===== src/rtl/core/sic_pkg.sv =====
// ----------------------------------------------------------------------------
// sic_pkg
// Shared types, codes and constants of the stepper index calibrator.
// ----------------------------------------------------------------------------
`default_nettype none

package sic_pkg;

  // width of the step, interval and steps-per-rev counters
  localparam int unsigned COUNT_WIDTH = 16;
  // running sum of up to three intervals
  localparam int unsigned SUM_WIDTH   = COUNT_WIDTH + 2;
  // common width for compares against the 16-bit limit and output
  localparam int unsigned WIDE_WIDTH  = (COUNT_WIDTH > 16) ? COUNT_WIDTH : 16;

  localparam int unsigned PHASE_WIDTH = 3;
  localparam int unsigned EDGE_WIDTH  = 3;
  localparam int unsigned COIL_WIDTH  = 4;
  localparam int unsigned SPR_WIDTH   = 16;

  typedef logic [COUNT_WIDTH-1:0] count_t;
  typedef logic [SUM_WIDTH-1:0]   sum_t;
  typedef logic [PHASE_WIDTH-1:0] phase_t;
  typedef logic [EDGE_WIDTH-1:0]  edge_cnt_t;

  // request codes
  localparam logic [1:0] REQ_START = 2'd0;
  localparam logic [1:0] REQ_CAL   = 2'd1;
  localparam logic [1:0] REQ_PLAIN = 2'd2;

  // configuration register indexes
  localparam logic CFG_MAX_STEPS = 1'b0;
  localparam logic CFG_COIL_SEQ  = 1'b1;

  // reset values
  localparam logic [15:0] MAX_STEPS_RESET = 16'd16384;
  localparam logic [31:0] COIL_SEQ_RESET  = 32'h98C4_6231;
  localparam logic [31:0] REV_RESET       = 32'd4096;

  // edge numbers within a run
  localparam edge_cnt_t EDGE_FIRST_IVAL = 3'd2;
  localparam edge_cnt_t EDGE_LAST       = 3'd4;

  // divide by three as multiply by rounded-up reciprocal
  localparam int unsigned DIV3_SHIFT = SUM_WIDTH + 2;
  localparam int unsigned PROD_WIDTH = SUM_WIDTH + DIV3_SHIFT;
  localparam logic [DIV3_SHIFT-1:0] DIV3_MULT =
    DIV3_SHIFT'(((64'd1 << DIV3_SHIFT) + 64'd2) / 64'd3);

  function automatic count_t sat_inc(input count_t v);
    sat_inc = (&v) ? v : v + count_t'(1);
  endfunction

endpackage

`default_nettype wire


===== src/rtl/core/stepper_index_calibrator_top.sv =====
// ----------------------------------------------------------------------------
// stepper_index_calibrator_top
// Half-step phase sequencer with index-sensor steps-per-rev calibration.
// ----------------------------------------------------------------------------
//  channel | ports                                   | direction
//  --------+-----------------------------------------+----------
//  in      | in_valid/in_ready, req_type, opto, dir  | request
//  out     | out_valid/out_ready, coil, status, spr  | result
//  cfg     | cfg_we, cfg_index, cfg_data             | write only
//
//  one result beat per request beat, out_valid set in the cycle after accept
//  a new request beat is taken every cycle while the result register is
//  empty or being drained; the state update and divide-by-three multiply
//  sit between the input handshake and the result register
//  synchronous active-low reset restores the default config and state
// ----------------------------------------------------------------------------
`default_nettype none

module stepper_index_calibrator_top
  import sic_pkg::*;
(
  input  wire logic                  clk,
  input  wire logic                  rst_n,

  input  wire logic                  cfg_we,
  input  wire logic                  cfg_index,
  input  wire logic [31:0]           cfg_data,

  input  wire logic                  in_valid,
  output logic                       in_ready,
  input  wire logic [1:0]            in_req_type,
  input  wire logic                  in_opto_level,
  input  wire logic                  in_direction,

  output logic                       out_valid,
  input  wire logic                  out_ready,
  output logic [COIL_WIDTH-1:0]      out_coil_pattern,
  output logic                       out_calib_busy,
  output logic                       out_calib_done,
  output logic                       out_calib_ok,
  output logic [SPR_WIDTH-1:0]       out_steps_per_rev
);

  logic [15:0]           max_steps_r;
  logic [31:0]           coil_seq_r;

  phase_t                phase_r,    phase_nxt;
  count_t                step_r,     step_nxt;
  edge_cnt_t             edge_r,     edge_nxt;
  logic                  first_r,    first_nxt;
  count_t                ival_r,     ival_nxt;
  sum_t                  sum_r,      sum_nxt;
  logic                  prev_opto_r, prev_opto_nxt;
  logic                  calib_r,    calib_nxt;
  count_t                rev_r,      rev_nxt;

  logic                  out_valid_r, out_valid_nxt;
  logic [COIL_WIDTH-1:0] coil_out_r;
  logic                  busy_out_r, done_out_r, ok_out_r;
  logic [SPR_WIDTH-1:0]  spr_out_r;

  logic                  in_fire;
  logic                  done_nxt, ok_nxt;
  count_t                ival_inc;
  sum_t                  sum_total;
  logic [PROD_WIDTH-1:0] div_prod;
  count_t                avg;
  logic [WIDE_WIDTH-1:0] rev_wide;
  logic [SPR_WIDTH-1:0]  spr_nxt;

  assign in_ready = !out_valid_r || out_ready;
  assign in_fire  = in_valid && in_ready;

  // interval count as it stands after this step
  assign ival_inc  = first_r ? sat_inc(ival_r) : ival_r;
  assign sum_total = sum_r + SUM_WIDTH'(ival_inc);
  assign div_prod  = PROD_WIDTH'(sum_total) * PROD_WIDTH'(DIV3_MULT);
  assign avg       = div_prod[DIV3_SHIFT +: COUNT_WIDTH];

  always_comb begin
    phase_nxt     = phase_r;
    step_nxt      = step_r;
    edge_nxt      = edge_r;
    first_nxt     = first_r;
    ival_nxt      = ival_r;
    sum_nxt       = sum_r;
    prev_opto_nxt = prev_opto_r;
    calib_nxt     = calib_r;
    rev_nxt       = rev_r;
    done_nxt      = 1'b0;
    ok_nxt        = 1'b0;
    if (in_fire) begin
      case (in_req_type)
        REQ_START: begin
          prev_opto_nxt = in_opto_level;
          calib_nxt     = 1'b1;
          step_nxt      = '0;
          edge_nxt      = '0;
          first_nxt     = 1'b0;
          ival_nxt      = '0;
        end
        REQ_CAL: begin
          phase_nxt = phase_r + phase_t'(1);
          if (calib_r) begin
            step_nxt = sat_inc(step_r);
            ival_nxt = ival_inc;
            // falling edge of the index sensor
            if (prev_opto_r && !in_opto_level) begin
              edge_nxt = edge_r + edge_cnt_t'(1);
              if (!first_r) begin
                first_nxt = 1'b1;
              end else if (edge_nxt >= EDGE_FIRST_IVAL && edge_nxt <= EDGE_LAST) begin
                sum_nxt  = (edge_nxt == EDGE_FIRST_IVAL) ? SUM_WIDTH'(ival_inc) : sum_total;
                ival_nxt = '0;
              end
            end
            prev_opto_nxt = in_opto_level;
            if (edge_nxt >= EDGE_LAST) begin
              rev_nxt   = avg;
              calib_nxt = 1'b0;
              done_nxt  = 1'b1;
              ok_nxt    = 1'b1;
            end else if (WIDE_WIDTH'(step_nxt) > WIDE_WIDTH'(max_steps_r)) begin
              calib_nxt = 1'b0;
              done_nxt  = 1'b1;
            end
          end
        end
        REQ_PLAIN: begin
          phase_nxt = in_direction ? phase_r - phase_t'(1) : phase_r + phase_t'(1);
        end
        default: begin
        end
      endcase
    end
  end

  // saturate to the 16-bit output
  assign rev_wide = WIDE_WIDTH'(rev_nxt);
  assign spr_nxt  = (rev_wide > WIDE_WIDTH'(16'hFFFF)) ? 16'hFFFF : rev_wide[SPR_WIDTH-1:0];

  assign out_valid_nxt = in_fire ? 1'b1 : (out_ready ? 1'b0 : out_valid_r);

  always_ff @(posedge clk) begin
    if (!rst_n) begin
      max_steps_r <= MAX_STEPS_RESET;
      coil_seq_r  <= COIL_SEQ_RESET;
    end else if (cfg_we) begin
      case (cfg_index)
        CFG_MAX_STEPS: max_steps_r <= cfg_data[15:0];
        CFG_COIL_SEQ:  coil_seq_r  <= cfg_data;
        default: begin
        end
      endcase
    end
  end

  always_ff @(posedge clk) begin
    if (!rst_n) begin
      phase_r     <= '0;
      step_r      <= '0;
      edge_r      <= '0;
      first_r     <= 1'b0;
      ival_r      <= '0;
      sum_r       <= '0;
      prev_opto_r <= 1'b1;
      calib_r     <= 1'b0;
      rev_r       <= REV_RESET[COUNT_WIDTH-1:0];
      out_valid_r <= 1'b0;
    end else begin
      phase_r     <= phase_nxt;
      step_r      <= step_nxt;
      edge_r      <= edge_nxt;
      first_r     <= first_nxt;
      ival_r      <= ival_nxt;
      sum_r       <= sum_nxt;
      prev_opto_r <= prev_opto_nxt;
      calib_r     <= calib_nxt;
      rev_r       <= rev_nxt;
      out_valid_r <= out_valid_nxt;
    end
  end

  // result beat payload
  always_ff @(posedge clk) begin
    if (in_fire) begin
      coil_out_r <= coil_seq_r[{phase_nxt, 2'b00} +: COIL_WIDTH];
      busy_out_r <= calib_nxt;
      done_out_r <= done_nxt;
      ok_out_r   <= ok_nxt;
      spr_out_r  <= spr_nxt;
    end
  end

  assign out_valid         = out_valid_r;
  assign out_coil_pattern  = coil_out_r;
  assign out_calib_busy    = busy_out_r;
  assign out_calib_done    = done_out_r;
  assign out_calib_ok      = ok_out_r;
  assign out_steps_per_rev = spr_out_r;

endmodule

`default_nettype wire


===== config.mk =====
export PLATFORM = sky130hd
export DESIGN_NAME = stepper_index_calibrator_top
export DESIGN_NICKNAME = d
export VERILOG_FILES = /design/src/rtl/core/sic_pkg.sv /design/src/rtl/core/stepper_index_calibrator_top.sv
export SDC_FILE = /design/constraint.sdc
export NUM_CORES = 1
export LEC_CHECK = 0
export ABC_AREA = 1
export BUFFER_PORTS_ARGS = -buffer_cell sky130_fd_sc_hd__buf_2
export CORE_MARGIN = 2
export CORE_UTILIZATION = 55
export DETAILED_ROUTE_END_ITERATION = 7
export PLACE_DENSITY = 0.82
export SYNTH_ARGS = -nofsm -noshare
export SYNTH_HDL_FRONTEND = slang
export SYNTH_SLANG_ARGS = --single-unit

===== constraint.sdc =====
create_clock -name clk -period 8.6 [get_ports clk]
set_clock_uncertainty 0.2 [all_clocks]
set_input_delay 0.43 -clock clk [delete_from_list [all_inputs] [get_ports clk]]
set_output_delay 0.43 -clock clk [all_outputs]
set_load 0.1 [all_outputs]

# Word level (Yosys, flattened, before mapping)
# Index checks and enable logic that the tools add are counted.
[totals]
out_inout_bits = 25
regBits = 147
input_bits = 42
word_cells = 92
[classes]
bitwise = 1
n_shift = 1
n_eq_ne = 5
order_cmp = 5
n_mul = 1
reduce_logical = 17
mux = 39
n_addsub = 6
[op_table]
columns = ["operator", "n"]
rows = [
  ["$mux 16", 12],
  ["$pmux 16 s2", 2],
  ["$mul 18x18->35 const B", 1],
  ["$add 16x1->16 const B", 2],
  ["$reduce_and 16->1", 2],
  ["$shiftx 32x6->4", 1],
  ["$mux 3", 7],
  ["$add 18x16->18", 1],
  ["$mux 18", 1],
  ["$gt 16x16->1", 1],
  ["$gt 16x16->1 const B", 1],
  ["$mux 1", 12],
  ["$pmux 3 s2", 2],
  ["$add 3x1->3 const B", 2],
  ["$pmux 1 s2", 3],
  ["$reduce_and 2->1", 3],
  ["$reduce_and 6->1", 1],
  ["$ne 2x2->1 const B", 2],
  ["$reduce_and 4->1", 1],
  ["$reduce_bool 2->1", 2],
  ["$eq 3x2->1 const B", 1],
  ["$ge 3x2->1 const B", 1],
  ["$ge 3x3->1 const B", 1],
  ["$le 3x3->1 const B", 1],
  ["9 further kinds", 12],
]

# Longest topological paths before layout
[depth]
word_depth = 12
ltp_mapped = 45
ltp_nobuf = 45

# Worst setup path after synthesis
# Ideal clock, no wire load.
[synth_timing]
path_type = "reg2reg"
start = "reg ival_r[0]"
end = "reg spr_out_r[6], in the netlist out_steps_per_rev[6], data pin"
required_ns = 8.141
setup_time_ns = 0.259
slack_ns = 1.046
arrival_time_ns = 7.095
synth_period_minus_slack_ns = 7.554
path_buffers = 0
path_stages_with_launch = 39
path_cell_list = "dfxtp_1 -> ha_1 -> nand2_2 -> nor3_4 -> nand3_4 -> nand2_4 -> xnor2_1 -> ha_1 -> inv_1 -> fa_1 -> inv_1 -> nand3_1 -> nand3_1 -> nand2_1 -> nand2_1 -> xor2_1 -> nand2_1 -> inv_1 -> (+3 left out) -> fa_1 -> inv_1 -> fa_1 -> fa_1 -> inv_1 -> fa_1 -> inv_1 -> ha_1 -> nand2_1 -> nor2_1 -> inv_1 -> nor2_1 -> inv_1 -> or2_2 -> nand4_1 -> nand3_1 -> o21ai_0 -> inv_1"
[synth_between]
elab_chain_len = 10
elab_cells_between_ends = 11
classes_between = "2 x add/sub; 1 x mul; 1 x order compare; 6 x mux; 1 x reduce/logical"
[synth_rtl]
columns = ["element", "line_no", "rtl"]
rows = [
  ["from (decl)", "stepper_index_calibrator_top.sv:51", "count_t ival_r, ival_nxt;"],
  ["from (signal assigned)", "stepper_index_calibrator_top.sv:175", "ival_r <= ival_nxt;"],
  ["$add 16x1->16 / $reduce_and 16->1 (equally long branches)", "sic_pkg.sv:51", "sat_inc = (&v) ? v : v + count_t'(1);"],
  ["$mux 16", "sic_pkg.sv:51", ""],
  ["$mux 16 (*)", "stepper_index_calibrator_top.sv:75", "assign ival_inc = first_r ? sat_inc(ival_r) : ival_r;"],
  ["$add 18x16->18 (*)", "stepper_index_calibrator_top.sv:76", "assign sum_total = sum_r + SUM_WIDTH'(ival_inc);"],
  ["$mul 18x18->35 (*)", "stepper_index_calibrator_top.sv:77", "assign div_prod = PROD_WIDTH'(sum_total) * PROD_WIDTH'(DIV3_MULT);"],
  ["$mux 16 (*)", "stepper_index_calibrator_top.sv:118", "if (edge_nxt >= EDGE_LAST) begin"],
  ["$mux 16 (*)", "stepper_index_calibrator_top.sv:104", "if (calib_r) begin"],
  ["$mux 16 (*)", "stepper_index_calibrator_top.sv:93", "case (in_req_type)"],
  ["$mux 16 (*)", "stepper_index_calibrator_top.sv:92", "if (in_fire) begin"],
  ["named net rev_nxt[6]", "stepper_index_calibrator_top.sv:55", "count_t rev_r, rev_nxt;"],
  ["$gt 16x16->1", "stepper_index_calibrator_top.sv:140", "assign spr_nxt = (rev_wide > WIDE_WIDTH'(16'hFFFF)) ? 16'hFFFF : rev_wide[SPR_WIDTH-1:0];"],
  ["to (signal assigned)", "stepper_index_calibrator_top.sv:191", "spr_out_r <= spr_nxt;"],
  ["to (decl)", "stepper_index_calibrator_top.sv:60", "logic [SPR_WIDTH-1:0] spr_out_r;"],
]
# The timed path passes the listed nets; every way through them passes the cells marked *.
# A chain may end at the register's enable or synchronous reset.

# Worst setup path after layout
[layout_timing]
start = "reg ival_r[5]"
end = "reg spr_out_r[5], in the netlist out_steps_per_rev[5], data pin"
# Same word-level chain as after synthesis.

==> results.py <==
metrics = {
    "detailed_routing": {
        "drc": 0,
        "viasPerCell": 5.45,
        "vias": 12900,
        "dr.pass1.iters": 7,
        "ant_nets": 0,
        "routed_wl_mm": 36.6,
        "drtIter0Drc": 1043,
        "wl_per_cell_um": 15.5,
    },
    "timing": {
        "slew_violations": 0,
        "fin_tns_setup_ns": 0,
        "finalSetupViolCount": 0,
        "slew-limit-headroom_pct": 26.9,
        "hold_violations": 0,
        "worst_pin_slew_ns": 1.09,
        "fmax_ghz": 0.122,
        "layout_min_cycle_time_ns": 8.18,
        "finalCritPeriodShare_pct": 95.1,
    },
    "logic_synthesis": {
        "synth-seq-cells": 147,
        "synth_area_mm2": 0.0145,
        "synth_nets": 2298,
        "netlist_top_cells_area": "dfxtp_1, ha_1, fa_1",
        "synth-main-ff-cell": "dfxtp_1",
        "synth.distinct_cells": 51,
        "ys_seq_area_share_pct": 21.8,
        "synth-edff-count": 23,
        "avgSynthCellArea_um2": 7.44,
        "yosysTopAreaCellShare_pct": 17.1,
        "synth-async-reset-ratio_pct": 0,
        "syn-instance-count": 1954,
        "ys_warn_count": 0,
        "yosysTopAreaCell": "dfxtp_1",
    },
    "floorplan": {
        "initial_core_util_pct": 56.0,
        "rows": 59,
        "core_area_mm2": 0.0260,
        "ioPinCount": 67,
        "die_area_mm2": 0.0278,
        "dieWidth_um": 167,
        "die_h_um": 167,
    },
    "global_routing": {
        "track_usage_pct": 26.5,
        "grt_max_degree": 63,
        "grt_pass1_wl_mm": 60.5,
        "grt_pass1_vias": 12700,
        "grt_overflow_total": 0,
        "antenna_found_initial": 1,
    },
    "critical_path": {
        "cp-start-kind": "flop",
        "cp_max_fo": 7,
        "crit_arrival_ns": 8.17,
        "cp_num_buf_inv": 8,
        "critPathRequiredTime_ns": 8.59,
        "rr_startpoint": "ival_r[5]",
        "critPathMaxStageDelay_ns": 0.56,
        "cp-startpoint": "ival_r[5]",
        "crit_type": "flop to flop",
        "cpMostUsedCell": "nand2_1",
        "cp-end-kind": "flop",
        "cpLargestDelayFamily": "adder cells",
        "slowest_stage": "fa_1",
    },
    "clocking": {
        "clkSlewWorstSetupHoldPaths_ns": 0.07,
        "clock_path_buffers": 2,
        "cts_max_level": 4,
        "numClockSinks": 147,
        "tritoncts": "done",
        "numCtsBuffers": 17,
        "cts_root_buffer": "clkbuf_16",
        "insertion_delay_ns": 0.45,
    },
    "power_and_ir_drop": {
        "powerDensity_mw_per_mm2": 109,
        "total_power_mw": 1.74,
        "vdd_drop_max_mv": 0.172,
        "leakage_nw": 8.48,
    },
    "place": {
        "portBuffers": 66,
        "dp_hpwl_mm": 29.1,
        "dp_cells": 2329,
        "place_congestion": 1.02,
    },
    "cells_and_area": {
        "layout-drive-gt1-share_pct": 9.19,
        "fin_cells": 2370,
        "syn2layout_area_growth_pct": 9.96,
        "final_nets": 2365,
    },
    "status": {
        "status": "finished, final reports clean",
    },
    "worst_hold_path": {
        "hold_class": "input port to flop",
        "holdCritStartpoint": "cfg_data[28]",
    },
    "flow_run": {
        "maxCapViolations": 0,
    },
}
## layout make-up
cell class / instances / area, um2
diodes: 1 / 2.50
multi-input cells: 1337 / 9680
flip-flops and latches: 147 / 3180
well taps: 335 / 419
repair buffers: 86 / 490
clock buffers: 17 / 425
inverters: 432 / 1620
clock inverters: 15 / 180
fillers: 2235 / 9990
## flip-flops by register name (all words and copies together), names as in the netlist, 3 cells and up
register,cells
max_steps_r,16
ival_r,16
step_r,16
coil_seq_r,32
edge_r,3
out_steps_per_rev,16
sum_r,18
phase_r,3
rev_r,16
out_coil_pattern,4
## timing repair
item                                   in CTS  in global routing
hold buffers                                4                  0
gates resized for setup                     0                 32
setup endpoints to repair                   0                 32
endpoints found under the hold margin       4                  0
setup buffers                               0                  4
## placed cells by master (no fill, tap or decap), types with 25 or more instances in the layout
cell / instances
o21ai_0: 69
nor2_1: 133
fa_1: 108
a21oi_1: 133
buf_2: 66
dfxtp_1: 120
o211ai_1: 25
nand2_1: 402
nand3_1: 90
ha_1: 189
inv_1: 424
## synthesized netlist by cell type, types with 2 or more instances
master      n
fa_1      108
nand4_2     2
nand3b_1    5
and2_1      3
o21a_1     11
o21bai_1    9
o211ai_1   25
buf_1       6
buf_6       2
a21o_1      9
nand3_1    91
or2_2      13
a21oi_2     4
o21ai_1     2
nor2_2      9
nor2_1    134
nand4_1    15
buf_4       3
inv_1     427
nor3_1     18
nor4_1      4
a22oi_1     2
dfxtp_1   124
buf_2       4
a21oi_1   135
ha_1      194
xor2_1     22
nand2_1   403
inv_2       4
nand2_2     8
a31oi_1     4
clkbuf_1   23
edfxtp_1   23
nor3b_1     2
xnor2_1    16
o21ai_0    75
## metal layers
layer,up-vias,routed length (um),track usage [%],part of all wire [%]
li1,6267,-,-,-
met3,66,2500,4.90,6.8
met5,-,0,0,0
met1,6126,16000,35.5,44
met4,0,859,7.98,2.3
met2,461,17300,43.8,47
## per-stage QoR
step	setup WS [ns]	hold WS [ns]	utilization, %	cell area, um2
global route	-0.0283	0.0352	61.5	16000
floorplan	1.05	0.230	-	14500
CTS	0.158	0.0112	61.0	15900
global placement	0.388	0.239	58.5	15200
finish	0.421	0.0121	61.6	16000
detailed placement	0.209	0.247	58.5	15200
## logic make-up (layout without fill, tap and decap cells)
kind of cell	Yosys count	after routing	synth area share [%]
AND/OR/NAND/NOR	712	712	20.8
AO/OA/AOI/OAI	284	284	11.1
XOR/XNOR	39	39	2.40
flip-flops	147	147	21.8
adder cells (fa/ha/maj)	302	302	31.6
buffers and inverters	470	550	12.3
other	0	1	0
## report_power, final
group	internal, mW	switching (mW)
registers	0.723	0.00957
logic	0.0604	0.161
clock network	0.419	0.366
total	1.20	0.536
## worst paths after layout
path | endpoint | slack (ns) | cells past startpoint
max | out_steps_per_rev[5] | 0.42 | 39
min reg2reg | coil_seq_r[1] | 0.26 | 2
max reg2reg | out_steps_per_rev[5] | 0.42 | 39
min | coil_seq_r[28] | 0.01 | 3
## tightest hold or removal path, delay by kind of cell
family	cells	cell delay [ns]
buffers and inverters	1	0.08
AND/OR/NAND/NOR	2	0.12
Note: power is estimated with default switching activity, not from simulation.
